==> src/design/lms_adaptive_fir_macros.svh <==
// ----------------------------------------------------------------------------
// lms adaptive fir assertion macros
// concurrent check shorthands shared by the controller and the datapath
// ----------------------------------------------------------------------------
`ifndef LMS_ADAPTIVE_FIR_MACROS_SVH
`define LMS_ADAPTIVE_FIR_MACROS_SVH

// same-cycle implication, sampled on clock, off during reset
`define LMSAF_ASSERT_IMPL(lbl, ante, cons, msg) \
   lbl: assert property (@(posedge clock) disable iff (reset) (ante) |-> (cons)) \
      else $error(msg);

// next-cycle implication, sampled on clock, off during reset
`define LMSAF_ASSERT_NEXT(lbl, ante, cons, msg) \
   lbl: assert property (@(posedge clock) disable iff (reset) (ante) |=> (cons)) \
      else $error(msg);

`endif

==> src/design/lmsaf_pkg.sv <==
// ----------------------------------------------------------------------------
// lms adaptive fir package
// widths, reset values and controller/datapath command and status types
// ----------------------------------------------------------------------------
package lmsaf_pkg;

   localparam int TAPS_DEFAULT = 16;

   localparam int SAMPLE_W   = 16;   // q1.15 sample and desired
   localparam int OUT_W      = 16;   // q2.14 filtered and error
   localparam int WEIGHT_W   = 32;   // q5.27 weights
   localparam int STEP_W     = 16;   // q0.16 step size
   localparam int MULA_W     = 33;   // shared multiplier operand a (weight or mu*e)
   localparam int PROD_W     = MULA_W + SAMPLE_W;
   localparam int Y_SHIFT    = 28;   // q.42 accumulator to q2.14
   localparam int D_SHIFT    = 27;   // q1.15 desired to q.42
   localparam int UPD_SHIFT  = 17;   // mu*e*x to q.27 with the factor of two

   localparam logic [STEP_W-1:0] STEP_RESET = 16'd328;

   typedef struct packed {
      logic load;     // item accepted: write sample, hold desired, clear acc
      logic rd_en;    // read history and weight at the walk addresses
      logic upd;      // walk is the weight update pass
      logic w_zero;   // weights of this run not written yet, read as zero
      logic calc;     // round and saturate y and e into the output register
      logic mue_ld;   // form mu*e for the update pass
   } lmsaf_cmd_type;

   typedef struct packed {
      logic pipe_busy;  // multiply pipeline still holds a tap
      logic out_free;   // output register can take a new result
   } lmsaf_sts_type;

endpackage

==> src/design/lmsaf_ctrl.sv <==
// ----------------------------------------------------------------------------
// lms adaptive fir controller
// run bookkeeping, tap walks and sequencing of the shared multiply-accumulate
// ----------------------------------------------------------------------------
`include "lms_adaptive_fir_macros.svh"

module lmsaf_ctrl import lmsaf_pkg::*; #(
   parameter int TAPS = TAPS_DEFAULT
) (
   input  logic                       clock,
   input  logic                       reset,
   input  logic                       req_valid,
   input  logic                       req_first,
   output logic                       req_ready,
   input  lmsaf_sts_type              sts,
   output lmsaf_cmd_type              cmd,
   output logic [$clog2(TAPS)-1:0]    hist_waddr,
   output logic [$clog2(TAPS)-1:0]    hist_raddr,
   output logic [$clog2(TAPS)-1:0]    tap
);

   localparam int IW = $clog2(TAPS);
   localparam int FW = $clog2(TAPS + 1);
   localparam logic [IW-1:0] LAST_IDX = IW'(TAPS - 1);
   localparam logic [FW-1:0] FILL_FULL = FW'(TAPS);

   localparam logic [2:0] S_IDLE   = 3'd0;
   localparam logic [2:0] S_MAC    = 3'd1;
   localparam logic [2:0] S_MDRAIN = 3'd2;
   localparam logic [2:0] S_CALC   = 3'd3;
   localparam logic [2:0] S_MUE    = 3'd4;
   localparam logic [2:0] S_UPD    = 3'd5;
   localparam logic [2:0] S_UDRAIN = 3'd6;

   logic [2:0]    state_ff, state_in;
   logic [FW-1:0] fill_ff, fill_in;
   logic [IW-1:0] ptr_ff, ptr_in;
   logic [IW-1:0] hidx_ff, hidx_in;
   logic [IW-1:0] tap_ff, tap_in;
   logic          wvalid_ff, wvalid_in;
   logic [IW-1:0] ptr_next;
   logic [FW-1:0] fill_base;

   assign req_ready  = (state_ff == S_IDLE);
   assign hist_raddr = hidx_ff;
   assign tap        = tap_ff;
   assign ptr_next   = (ptr_ff == LAST_IDX) ? '0 : ptr_ff + 1'b1;
   assign hist_waddr = ptr_next;
   assign fill_base  = req_first ? '0 : fill_ff;

   always_comb begin
      state_in  = state_ff;
      fill_in   = fill_ff;
      ptr_in    = ptr_ff;
      hidx_in   = hidx_ff;
      tap_in    = tap_ff;
      wvalid_in = wvalid_ff;
      cmd       = '0;
      unique case (state_ff)
         S_IDLE: begin
            if (req_valid) begin
               cmd.load = 1'b1;
               ptr_in   = ptr_next;
               if (req_first) begin
                  wvalid_in = 1'b0;
               end
               if (fill_base < FILL_FULL) begin
                  fill_in = fill_base + 1'b1;
               end else begin
                  fill_in  = fill_base;
                  hidx_in  = ptr_next;
                  tap_in   = '0;
                  state_in = S_MAC;
               end
            end
         end
         S_MAC, S_UPD: begin
            cmd.rd_en  = 1'b1;
            cmd.upd    = (state_ff == S_UPD);
            cmd.w_zero = !wvalid_ff;
            hidx_in    = (hidx_ff == '0) ? LAST_IDX : hidx_ff - 1'b1;
            tap_in     = tap_ff + 1'b1;
            if (tap_ff == LAST_IDX) begin
               state_in = (state_ff == S_UPD) ? S_UDRAIN : S_MDRAIN;
            end
         end
         S_MDRAIN: begin
            if (!sts.pipe_busy) begin
               state_in = S_CALC;
            end
         end
         S_CALC: begin
            if (sts.out_free) begin
               cmd.calc = 1'b1;
               state_in = S_MUE;
            end
         end
         S_MUE: begin
            cmd.mue_ld = 1'b1;
            hidx_in    = ptr_ff;
            tap_in     = '0;
            state_in   = S_UPD;
         end
         S_UDRAIN: begin
            if (!sts.pipe_busy) begin
               wvalid_in = 1'b1;
               state_in  = S_IDLE;
            end
         end
         default: begin
            state_in = S_IDLE;
         end
      endcase
   end

   always_ff @(posedge clock) begin
      if (reset) begin
         state_ff  <= S_IDLE;
         fill_ff   <= '0;
         ptr_ff    <= '0;
         hidx_ff   <= '0;
         tap_ff    <= '0;
         wvalid_ff <= 1'b0;
      end else begin
         state_ff  <= state_in;
         fill_ff   <= fill_in;
         ptr_ff    <= ptr_in;
         hidx_ff   <= hidx_in;
         tap_ff    <= tap_in;
         wvalid_ff <= wvalid_in;
      end
   end

   // results are formed only from a fully drained accumulation
   `LMSAF_ASSERT_IMPL(a_calc_drained, cmd.calc, !sts.pipe_busy, "calc with taps in flight")
   // the fill count never passes the tap count
   `LMSAF_ASSERT_IMPL(a_fill_range, 1'b1, fill_ff <= FILL_FULL, "fill count out of range")

endmodule

==> src/design/lmsaf_dp.sv <==
// ----------------------------------------------------------------------------
// lms adaptive fir datapath
// history and weight memories, shared multiplier, accumulator, output register
// ----------------------------------------------------------------------------
`include "lms_adaptive_fir_macros.svh"

module lmsaf_dp import lmsaf_pkg::*; #(
   parameter int TAPS = TAPS_DEFAULT
) (
   input  logic                        clock,
   input  logic                        reset,
   input  lmsaf_cmd_type               cmd,
   output lmsaf_sts_type               sts,
   input  logic [$clog2(TAPS)-1:0]     hist_waddr,
   input  logic [$clog2(TAPS)-1:0]     hist_raddr,
   input  logic [$clog2(TAPS)-1:0]     tap,
   input  logic signed [SAMPLE_W-1:0]  sample,
   input  logic signed [SAMPLE_W-1:0]  desired,
   input  logic                        csr_wen,
   input  logic [STEP_W-1:0]           csr_wdata,
   output logic                        rsp_valid,
   input  logic                        rsp_ready,
   output logic signed [OUT_W-1:0]     rsp_filtered,
   output logic signed [OUT_W-1:0]     rsp_error
);

   localparam int IW   = $clog2(TAPS);
   localparam int AW   = PROD_W + IW;      // accumulator
   localparam int RW   = AW + 2;           // error and rounding headroom
   localparam int DW   = PROD_W + 1;       // rounded update product
   localparam int SW   = WEIGHT_W + 2;     // weight sum before saturation
   localparam logic signed [RW-1:0] HALF_Y   = RW'(1) <<< (Y_SHIFT - 1);
   localparam logic signed [DW-1:0] HALF_UPD = DW'(1) <<< (UPD_SHIFT - 1);

   function automatic logic signed [OUT_W-1:0] sat_out(input logic signed [RW-1:0] v);
      logic signed [OUT_W-1:0] r;
      if ((v[RW-1:OUT_W-1] == '0) || (v[RW-1:OUT_W-1] == '1)) begin
         r = v[OUT_W-1:0];
      end else begin
         r = v[RW-1] ? {1'b1, {(OUT_W-1){1'b0}}} : {1'b0, {(OUT_W-1){1'b1}}};
      end
      return r;
   endfunction

   logic signed [SAMPLE_W-1:0] hist_mem [TAPS];
   logic signed [WEIGHT_W-1:0] w_mem    [TAPS];

   logic [STEP_W-1:0]          step_ff;
   logic signed [SAMPLE_W-1:0] desired_ff;
   logic signed [SAMPLE_W-1:0] hist_rd_ff;
   logic signed [WEIGHT_W-1:0] w_rd_ff;
   logic signed [MULA_W-1:0]   mue_ff;

   logic          s1_valid_ff, s1_upd_ff, s1_wzero_ff;
   logic [IW-1:0] s1_tap_ff;
   logic          s2_valid_ff, s2_upd_ff;
   logic [IW-1:0] s2_tap_ff;
   logic signed [WEIGHT_W-1:0] s2_w_ff;
   logic signed [PROD_W-1:0]   prod_ff;
   logic signed [AW-1:0]       acc_ff;

   logic                       rsp_valid_ff;
   logic signed [OUT_W-1:0]    filt_ff, err_ff;

   logic signed [WEIGHT_W-1:0] w_eff;
   logic signed [MULA_W-1:0]   mul_a;
   logic signed [PROD_W-1:0]   prod_in;
   logic signed [DW-1:0]       upd_round;
   logic signed [DW-1:0]       delta;
   logic signed [SW-1:0]       w_sum;
   logic signed [WEIGHT_W-1:0] w_new;
   logic                       w_we;
   logic signed [RW-1:0]       acc_ext, y_round, e_acc, e_round;
   logic signed [MULA_W-1:0]   mue_in;

   // stage one: one shared multiplier, weight for y or mu*e for the update
   assign w_eff   = s1_wzero_ff ? '0 : w_rd_ff;
   assign mul_a   = s1_upd_ff ? mue_ff : MULA_W'(w_eff);
   assign prod_in = mul_a * hist_rd_ff;

   // stage two: round the update step and saturate the new weight
   assign upd_round = DW'(prod_ff) + HALF_UPD;
   assign delta     = upd_round >>> UPD_SHIFT;
   assign w_sum     = SW'(s2_w_ff) + SW'(delta);
   assign w_we      = s2_valid_ff && s2_upd_ff;
   always_comb begin
      if ((w_sum[SW-1:WEIGHT_W-1] == '0) || (w_sum[SW-1:WEIGHT_W-1] == '1)) begin
         w_new = w_sum[WEIGHT_W-1:0];
      end else begin
         w_new = w_sum[SW-1] ? {1'b1, {(WEIGHT_W-1){1'b0}}} : {1'b0, {(WEIGHT_W-1){1'b1}}};
      end
   end

   // output rounding of y and e
   assign acc_ext = RW'(acc_ff);
   assign y_round = (acc_ext + HALF_Y) >>> Y_SHIFT;
   assign e_acc   = (RW'(desired_ff) <<< D_SHIFT) - acc_ext;
   assign e_round = (e_acc + HALF_Y) >>> Y_SHIFT;
   assign mue_in  = $signed({1'b0, step_ff}) * err_ff;

   assign sts.pipe_busy = s1_valid_ff || s2_valid_ff;
   assign sts.out_free  = !rsp_valid_ff || rsp_ready;
   assign rsp_valid     = rsp_valid_ff;
   assign rsp_filtered  = filt_ff;
   assign rsp_error     = err_ff;

   always_ff @(posedge clock) begin
      if (cmd.load) begin
         hist_mem[hist_waddr] <= sample;
      end
      if (cmd.rd_en) begin
         hist_rd_ff <= hist_mem[hist_raddr];
      end
   end

   always_ff @(posedge clock) begin
      if (w_we) begin
         w_mem[s2_tap_ff] <= w_new;
      end
      if (cmd.rd_en) begin
         w_rd_ff <= w_mem[tap];
      end
   end

   always_ff @(posedge clock) begin
      if (reset) begin
         step_ff      <= STEP_RESET;
         s1_valid_ff  <= 1'b0;
         s2_valid_ff  <= 1'b0;
         rsp_valid_ff <= 1'b0;
      end else begin
         if (csr_wen) begin
            step_ff <= csr_wdata;
         end
         s1_valid_ff <= cmd.rd_en;
         s2_valid_ff <= s1_valid_ff;
         if (cmd.calc) begin
            rsp_valid_ff <= 1'b1;
         end else if (rsp_ready) begin
            rsp_valid_ff <= 1'b0;
         end
      end
   end

   always_ff @(posedge clock) begin
      s1_upd_ff   <= cmd.upd;
      s1_wzero_ff <= cmd.w_zero;
      s1_tap_ff   <= tap;
      s2_upd_ff   <= s1_upd_ff;
      s2_tap_ff   <= s1_tap_ff;
      s2_w_ff     <= w_eff;
      prod_ff     <= prod_in;
      if (cmd.load) begin
         desired_ff <= desired;
         acc_ff     <= '0;
      end else if (s2_valid_ff && !s2_upd_ff) begin
         acc_ff <= acc_ff + AW'(prod_ff);
      end
      if (cmd.calc) begin
         filt_ff <= sat_out(y_round);
         err_ff  <= sat_out(e_round);
      end
      if (cmd.mue_ld) begin
         mue_ff <= mue_in;
      end
   end

   // a result shows up only right after the controller asked for one
   `LMSAF_ASSERT_IMPL(a_rsp_from_calc, $rose(rsp_valid_ff), $past(cmd.calc), "result without calc")
   // a new item never lands on a walk still in the pipeline
   `LMSAF_ASSERT_IMPL(a_load_idle, cmd.load, !sts.pipe_busy, "load during tap walk")
   // forming the step product is always followed by the update pass
   `LMSAF_ASSERT_NEXT(a_mue_then_upd, cmd.mue_ld, cmd.rd_en && cmd.upd, "update without mu*e")

endmodule

==> src/design/lms_adaptive_fir.sv <==
// ----------------------------------------------------------------------------
// lms adaptive fir
// least-mean-squares adaptive fir filter with a shared multiply-accumulate
// ----------------------------------------------------------------------------
// Each req item carries one q1.15 input sample, one q1.15 desired sample and a
// run-start flag in tuser. The flag clears the weights, the sample history and
// the fill count, and the sample with it counts as the first of the new run.
// The first TAPS samples of a run only fill the history and
// return no item. Every later item returns one rsp item with the filter output
// y and the error e = desired - y, both q2.14, rounded and saturated, and then
// adapts all weights by 2*mu*e*x in q5.27. For a result item one multiplier
// walks the TAPS weight and sample products for y, the pipeline drains, y and
// e are rounded into the rsp register, mu*e is formed, then the multiplier
// walks the TAPS weight updates and the pipeline drains again. Items are taken
// one at a time; the next item is accepted while a result still waits in the
// rsp register. History lives in a circular buffer and weights in a
// single-port-read memory; neither needs a clearing pass. The step size mu
// (unsigned q0.16, reset 328) is written through csr_wen and csr_wdata; the
// user writes it only while the block is idle, which the block does not enforce.
// ----------------------------------------------------------------------------
module lms_adaptive_fir import lmsaf_pkg::*; #(
   parameter int TAPS = TAPS_DEFAULT
) (
   input  logic                 clock,
   input  logic                 reset,
   // input items
   input  logic                 req_tvalid,
   output logic                 req_tready,
   input  logic [31:0]          req_tdata,   // sample [15:0], desired [31:16]
   input  logic [0:0]           req_tuser,   // first_sample [0]
   // result items
   output logic                 rsp_tvalid,
   input  logic                 rsp_tready,
   output logic [31:0]          rsp_tdata,   // filtered [15:0], error [31:16]
   // step size register
   input  logic                 csr_wen,
   input  logic [STEP_W-1:0]    csr_wdata
);

   localparam int IW = $clog2(TAPS);

   lmsaf_cmd_type cmd;
   lmsaf_sts_type sts;
   logic [IW-1:0] hist_waddr;
   logic [IW-1:0] hist_raddr;
   logic [IW-1:0] tap;
   logic signed [OUT_W-1:0] rsp_filtered;
   logic signed [OUT_W-1:0] rsp_error;

   // unpack and pack the stream payloads
   assign rsp_tdata = {rsp_error, rsp_filtered};

   // controller: run state, fill count, buffer pointer and tap walks
   lmsaf_ctrl #(
      .TAPS (TAPS)
   ) u_ctrl (
      .clock      (clock),
      .reset      (reset),
      .req_valid  (req_tvalid),
      .req_first  (req_tuser[0]),
      .req_ready  (req_tready),
      .sts        (sts),
      .cmd        (cmd),
      .hist_waddr (hist_waddr),
      .hist_raddr (hist_raddr),
      .tap        (tap)
   );

   // datapath: memories, shared multiplier, accumulator, rounding, rsp register
   lmsaf_dp #(
      .TAPS (TAPS)
   ) u_dp (
      .clock        (clock),
      .reset        (reset),
      .cmd          (cmd),
      .sts          (sts),
      .hist_waddr   (hist_waddr),
      .hist_raddr   (hist_raddr),
      .tap          (tap),
      .sample       (req_tdata[15:0]),
      .desired      (req_tdata[31:16]),
      .csr_wen      (csr_wen),
      .csr_wdata    (csr_wdata),
      .rsp_valid    (rsp_tvalid),
      .rsp_ready    (rsp_tready),
      .rsp_filtered (rsp_filtered),
      .rsp_error    (rsp_error)
   );

endmodule

==> config.mk <==
export PLATFORM = sky130hd
export DESIGN_NAME = lms_adaptive_fir
export DESIGN_NICKNAME = d
export VERILOG_FILES = /design/src/design/lmsaf_pkg.sv /design/src/design/lmsaf_ctrl.sv /design/src/design/lmsaf_dp.sv /design/src/design/lms_adaptive_fir.sv
export VERILOG_INCLUDE_DIRS = /design/src /design/src/design
export SDC_FILE = /design/constraint.sdc
export NUM_CORES = 2
export LEC_CHECK = 0
export BUFFER_PORTS_ARGS = -buffer_cell sky130_fd_sc_hd__buf_2
export CAP_MARGIN = 20
export CORE_MARGIN = 4
export CORE_UTILIZATION = 50
export CTS_CLUSTER_DIAMETER = 100
export DETAILED_ROUTE_END_ITERATION = 8
export PLACE_DENSITY = 0.69
export RECOVER_POWER = 100
export SETUP_SLACK_MARGIN = 0.5
export SYNTH_ARGS = -nofsm -noshare
export SYNTH_HDL_FRONTEND = slang
export SYNTH_SLANG_ARGS = --single-unit
==> constraint.sdc <==
create_clock -name clock -period 10.61 [get_ports clock]
set_input_delay 0 -clock clock [delete_from_list [all_inputs] [get_ports clock]]
set_output_delay 0 -clock clock [all_outputs]
set_load 0.005 [all_outputs]
Yosys cells after proc, flatten, opt, wreduce, memory -nomap -nowiden
Memory sizes are Yosys's and may differ from the RTL's. A register that Yosys moved wholly into a read port is not among the register bits.
Index checks and enable logic that the tools add are counted.
{"block": "classes", "addsub": 10, "n_mul": 2, "magnitude_cmp": 1, "n_eq_ne": 18, "muxes": 42, "reduce_logical": 23}
{"op": "$mux W32", "count": 3}
{"op": "$eq A40 B40 Y1 const B", "count": 2}
{"op": "$logic_not A40 Y1", "count": 2}
{"op": "$mux W16", "count": 4}
{"op": "$add A55 B29 Y55 const B", "count": 1}
{"op": "$add A53 B29 Y54 const B", "count": 1}
{"op": "$sub A43 B53 Y54", "count": 1}
{"op": "$add A53 B49 Y53", "count": 1}
{"op": "$add A49 B18 Y50 const B", "count": 1}
{"op": "$mul A33 B16 Y49", "count": 1}
{"op": "$add A32 B33 Y34", "count": 1}
{"op": "$mul A17 B16 Y33", "count": 1}
{"op": "$mux W33", "count": 1}
{"op": "$mux W3", "count": 8}
{"op": "$mux W4", "count": 6}
{"op": "$pmux W4 S3", "count": 2}
{"op": "$pmux W3 S6", "count": 1}
{"op": "$mux W1", "count": 14}
{"op": "$eq A3 B3 Y1 const B", "count": 4}
{"op": "$mux W5", "count": 2}
{"op": "$ne A2 B2 Y1 const B", "count": 5}
{"op": "$add A4 B1 Y4 const B", "count": 2}
{"op": "$eq A4 B4 Y1 const B", "count": 2}
{"op": "$eq A3 B2 Y1 const B", "count": 2}
{"op": "18 further kinds", "count": 28}
{"block": "word_totals", "regBits": 266, "ramBits": 768, "inputBits": 54, "output_inout_bits": 34, "memories": 2}
{"name": "u_dp.w_mem", "depth": 16, "word_bits": 32, "read_ports": 1, "rd_clocked_by_memory_dff": 1, "write_ports": 1, "line_no": "lmsaf_dp.sv:46", "source": "logic signed [WEIGHT_W-1:0] w_mem [TAPS];"}
{"name": "u_dp.hist_mem", "depth": 16, "word_bits": 16, "read_ports": 1, "rd_clocked_by_memory_dff": 1, "write_ports": 1, "line_no": "lmsaf_dp.sv:45", "source": "logic signed [SAMPLE_W-1:0] hist_mem [TAPS];"}

Depth between registers and ports, before layout
{"block": "logic_depth", "word_depth": 5, "ltp_mapped": 31, "ltp_nobuf": 29}

By module
From an unflattened synthesis, not the netlist that was laid out.
{"block": "unflattened", "hier_cells": 5989, "area_unflattened_um2": 73422.9}
{"module": "lmsaf_dp", "n_inst": 1, "cells_per_inst": 5836, "area_each_um2": 72165.5}
{"module": "lmsaf_ctrl", "n_inst": 1, "cells_per_inst": 153, "area_each_um2": 1257.5}

Least setup slack after synthesis
Ideal clock, no wire load.
{"block": "synth_path", "path_kind": "reg2reg", "from": "register u_dp.s1_upd_ff", "to": "register u_dp.prod_ff[47]", "setup_ns": 0.127, "arrival_time_ns": 7.379, "t_required_ns": 10.483, "setup_slack_ns": 3.104, "path_stages_with_launch": 31, "path_buffers": 3, "path_cell_list": "dfxtp_1 > clkbuf_1 > buf_1 > mux2_2 > clkbuf_1 > nand2_1 > fa_1 > inv_1 > fa_1 > inv_1 > fa_1 > inv_1 > fa_1 > fa_1 > inv_1 > fa_1 > inv_1 > ha_1 > a21o_1 > a21o_1 > a221o_1 > a31o_2 > a31oi_1 > a211oi_1 > a41oi_1 > a311o_1 > a31oi_1 > o21a_1 > nor2_1 > o21ai_0 > xor2_1"}
{"block": "synth_via", "elab_chain_cells": 2}
{"element": "start: declaration", "line_no": "lmsaf_dp.sv:54", "source": "logic s1_valid_ff, s1_upd_ff, s1_wzero_ff;"}
{"element": "start signal: assignment", "line_no": "lmsaf_dp.sv:146", "source": "s1_upd_ff <= cmd.upd;"}
{"element": "$mux W33", "line_no": "lmsaf_dp.sv:78", "source": "assign mul_a = s1_upd_ff ? mue_ff : MULA_W'(w_eff);"}
{"element": "$mul A33 B16 Y49", "line_no": "lmsaf_dp.sv:79", "source": "assign prod_in = mul_a * hist_rd_ff;"}
{"element": "via u_dp.prod_in[47]", "line_no": "lmsaf_dp.sv:67", "source": "logic signed [PROD_W-1:0] prod_in;"}
{"element": "end signal: assignment", "line_no": "lmsaf_dp.sv:152", "source": "prod_ff <= prod_in;"}
{"element": "end: declaration", "line_no": "lmsaf_dp.sv:59", "source": "logic signed [PROD_W-1:0] prod_ff;"}
The timed path passes the listed nets, and every way through them passes these cells.
A chain may end at the register's enable or synchronous reset.

Worst setup path in the final report
{"block": "layout_path", "from": "register u_dp.s1_wzero_ff", "to": "register u_dp.prod_ff[47]"}
{"block": "layout_via", "elab_chain_cells": 3}
{"element": "start: declaration", "line_no": "lmsaf_dp.sv:54"}
{"element": "start signal: assignment", "line_no": "lmsaf_dp.sv:147", "source": "s1_wzero_ff <= cmd.w_zero;"}
{"element": "$mux W32", "line_no": "lmsaf_dp.sv:77", "source": "assign w_eff = s1_wzero_ff ? '0 : w_rd_ff;"}
{"element": "via u_dp.w_eff[9]", "line_no": "lmsaf_dp.sv:65", "source": "logic signed [WEIGHT_W-1:0] w_eff;"}
{"element": "$mux W33", "line_no": "lmsaf_dp.sv:78"}
{"element": "$mul A33 B16 Y49", "line_no": "lmsaf_dp.sv:79"}
{"element": "via u_dp.prod_in[47]", "line_no": "lmsaf_dp.sv:67"}
The timed path passes the listed nets, and every way through them passes these cells.

==> results by group <==
Drt
  • Drt pass-1 iters: 5
  • Routed wire length: 192000 um
  • DRC viols: 0
  • Final ANT Viol Nets: 0
  • Vias per cell: 5.73
  • DR WL/cell: 23.0 um
  • Drt first-iter violations: 4728
  • Via count: 47800

Floorplanning
  • Row count: 140
  • Die height: 393 um
  • # IOs: 88
  • Die Width: 393 um
  • Initial Util: 50.6%
  • Core area: 146000 sq um
  • Die area: 154000 sq um

Cells and area
  • Layout cells sized above 1: 9.21%
  • Layout Nets: 7426
  • Commonest non-fill, non-tap cells in the layout: inv_1, edfxtp_1, fa_1
  • # fillers: 12000
  • Layout area overhead: 9.89%
  • Final Instance Area: 81400 sq um
  • Most common cell after layout, fill and taps aside: inv_1

Yosys
  • Seq/Total Area, Yosys: 41.4%
  • XOR/XNOR share of the synthesized area: 2.81%
  • Share of flip-flops with an asynchronous set or reset: 0%
  • Netlist Area Pre-Place: 74100 sq um
  • Synth top area share: 36.4%
  • Largest family of logic cells by synthesized area: adder cells
  • Mux contribution to synthesized area: 8.10%
  • Avg Cell Area, Syn: 12.0 sq um
  • Distinct cells, synth: 93
  • Synth area leaders: edfxtp_1, fa_1, mux4_2, ha_1, dfxtp_1
  • Post-synth EDFFs: 897
  • Compound-Gate Fraction of Synth Area: 5.77%
  • Yosys top cell by area: edfxtp_1
  • Post-synthesis net count: 7270
  • Yosys warnings: 0
  • Number of synthesized register bits: 1082
  • Gate Count Post-Synth: 6160
  • Post-Synth Simple-Gate Area: 11.2%
  • Post-synthesis adder-cell area fraction: 24.9%
  • Most common flop cell mapped by yosys: edfxtp_1

Global route
  • Initial antenna violation count: 13
  • First-pass GRT wire length: 296000 um
  • Total global-route track usage: 25.3%
  • Gr ovfl total: 0
  • Vias in the first global route: 49400
  • Pin count of the biggest net entering global routing: 68

STA
  • Unrepaired setup endpoints after global routing: false
  • Relative slew slack: -186%
  • Clk_skew: 0.0925 ns
  • Post-route minimum period: 8.90 ns
  • Slew @ Worst Pin: 4.29 ns
  • Fmax: 112 MHz
  • Slew Limit Fails: 1047
  • Final hold violations: 0
  • Fin Setup TNS: 0 ns
  • Final Cycle Share: 83.9%
  • Number of setup violations in the final report: 0

Clock network
  • H-tree depth: 3
  • TritonCTS clock tree: done
  • Clk root buf: clkbuf_16
  • Skew-Pair Late Insertion Delay: 0.76 ns
  • Post-CTS Resized: 0
  • Clock Path Buffers: 3
  • Clock sink count: 1082
  • Total CTS buffers: 113
  • Clock transition at the registers of the reported paths: 0.06 ns

Critical path
  • CP max stage delay: 1.17 ns
  • Data required time of the critical path: 11.19 ns
  • CP max-delay cell: clkbuf_1
  • Crit-path most repeated cell: fa_1
  • CP Max Fanout: 32
  • CP startpoint kind: register
  • Worst EP arrival: 9.48 ns
  • Worst Setup End Kind: register
  • Kind of critical path: register to register

Place
  • Placed instance area: 76800 sq um
  • DP HPWL: 134000 um
  • Port Buf Inserts: 87
  • Routability Congestion: 0.886

Outcome
  • Failing checks: max-capacitance violations, max-slew violations
  • Status: finished with violations

Min path
  • HP Class: input pin to register

Job
  • Max-cap violation count: 39
==> flip-flops by register name, indices dropped and copies added, names as in the netlist, 3 cells and up <==
signal             cells
u_dp.w_mem           512
u_dp.hist_mem        256
u_dp.acc_ff           53
u_dp.prod_ff          49
u_dp.mue_ff           33
u_dp.s2_w_ff          32
u_dp.w_rd_ff          32
u_dp.desired_ff       16
u_dp.hist_rd_ff       16
u_dp.rsp_error        16
u_dp.rsp_filtered     16
u_dp.step_ff          16
u_ctrl.fill_ff         5
u_ctrl.hist_raddr      4
u_ctrl.ptr_ff          4
u_ctrl.tap             4
u_dp.s1_tap_ff         4
u_dp.s2_tap_ff         4
u_ctrl.state_ff        3
==> kinds of logic after synthesis <==
family                     count (synthesis)
buffers and inverters                   1148
xor gates and xnor gates                 237
adders and majority gates               1056
and+or+nand+nor                         1683
DFF                                     1082
AOI/OAI and AO/OA                        659
muxes                                    295
==> area by class of cell <==
cell class                      instances  area (sq um)  area share [%]
Antenna cell                            5          12.5          0.0154
Tap cell                             1917          2400            2.95
Sequential cell                      1082         30600            37.7
Clock buffer                          131          2920            3.58
Timing Repair Buffer                  287          1950            2.39
Clock inverter                         84           997            1.23
Multi-Input combinational cell       3930         39100            48.0
Inverter                              902          3390            4.16
==> per-stage QoR <==
stage	hold WS (ns)	setup slack [ns]	std cells	utilization, %
after floorplan	0.0989	3.10	6160	-
after global placement	0.181	2.60	8012	52.5
after detailed placement	0.178	2.57	8012	52.5
after CTS	0.103	2.59	8331	55.8
after global routing	0.218	1.20	8334	55.6
final	0.213	1.71	8338	55.6
==> worst max-delay path, delay by kind of cell (launching register included) <==
kind	cells	cell delay (ns)
xor gates and xnor gates	1	0.15
and+or+nand+nor	3	0.60
adders and majority gates	7	3.27
muxes	1	0.48
buffers and inverters	5	1.37
DFF	1	0.31
AOI/OAI and AO/OA	11	2.58
==> timing repair <==
| item | CTS | global route |
|---|---|---|
| hold buffers | 104 | 0 |
| buffers inserted | 0 | 0 |
| endpoints found under the hold margin | 312 | 0 |
==> final timing paths <==
check	start	to	slack, ns	depth (start not counted)
worst min-delay path	req_tvalid	u_ctrl.ptr_ff[0]	0.21	5
worst min register to register	u_dp.s1_tap_ff[0]	u_dp.s2_tap_ff[0]	0.33	0
worst max register to register	u_dp.s1_wzero_ff	u_dp.prod_ff[47]	1.71	28
worst max-delay path	u_dp.s1_wzero_ff	u_dp.prod_ff[47]	1.71	28
==> synthesized netlist by cell type (all sizes together), types with 24 or more instances <==
cell,n
inv,900
edfxtp,897
fa,697
nand2,659
ha,359
and2,309
nor2,242
mux4,240
a21oi,218
clkbuf,207
dfxtp,185
xnor2,174
a21o,119
o21ai,108
nor3,85
nor2b,77
nand3,74
xor2,63
nand2b,53
nand4,48
buf,39
nor4,34
mux2,33
o21a,32
and3,29
a211oi,27
a31oi,24
==> layer usage <==
| layer | up-vias | routed length [um] | global-route usage (%) |
|---|---|---|---|
| met2 | 1996 | 89600 | 40.4 |
| met1 | 24200 | 79600 | 35.6 |
| met3 | 298 | 17700 | 5.22 |
| met4 | 2 | 5150 | 6.74 |
| li1 | 21200 | - | - |
| met5 | - | 13 | 0 |
Power is not shown: default switching activity piles up to over one toggle a cycle in this logic, so the estimate is an artifact.
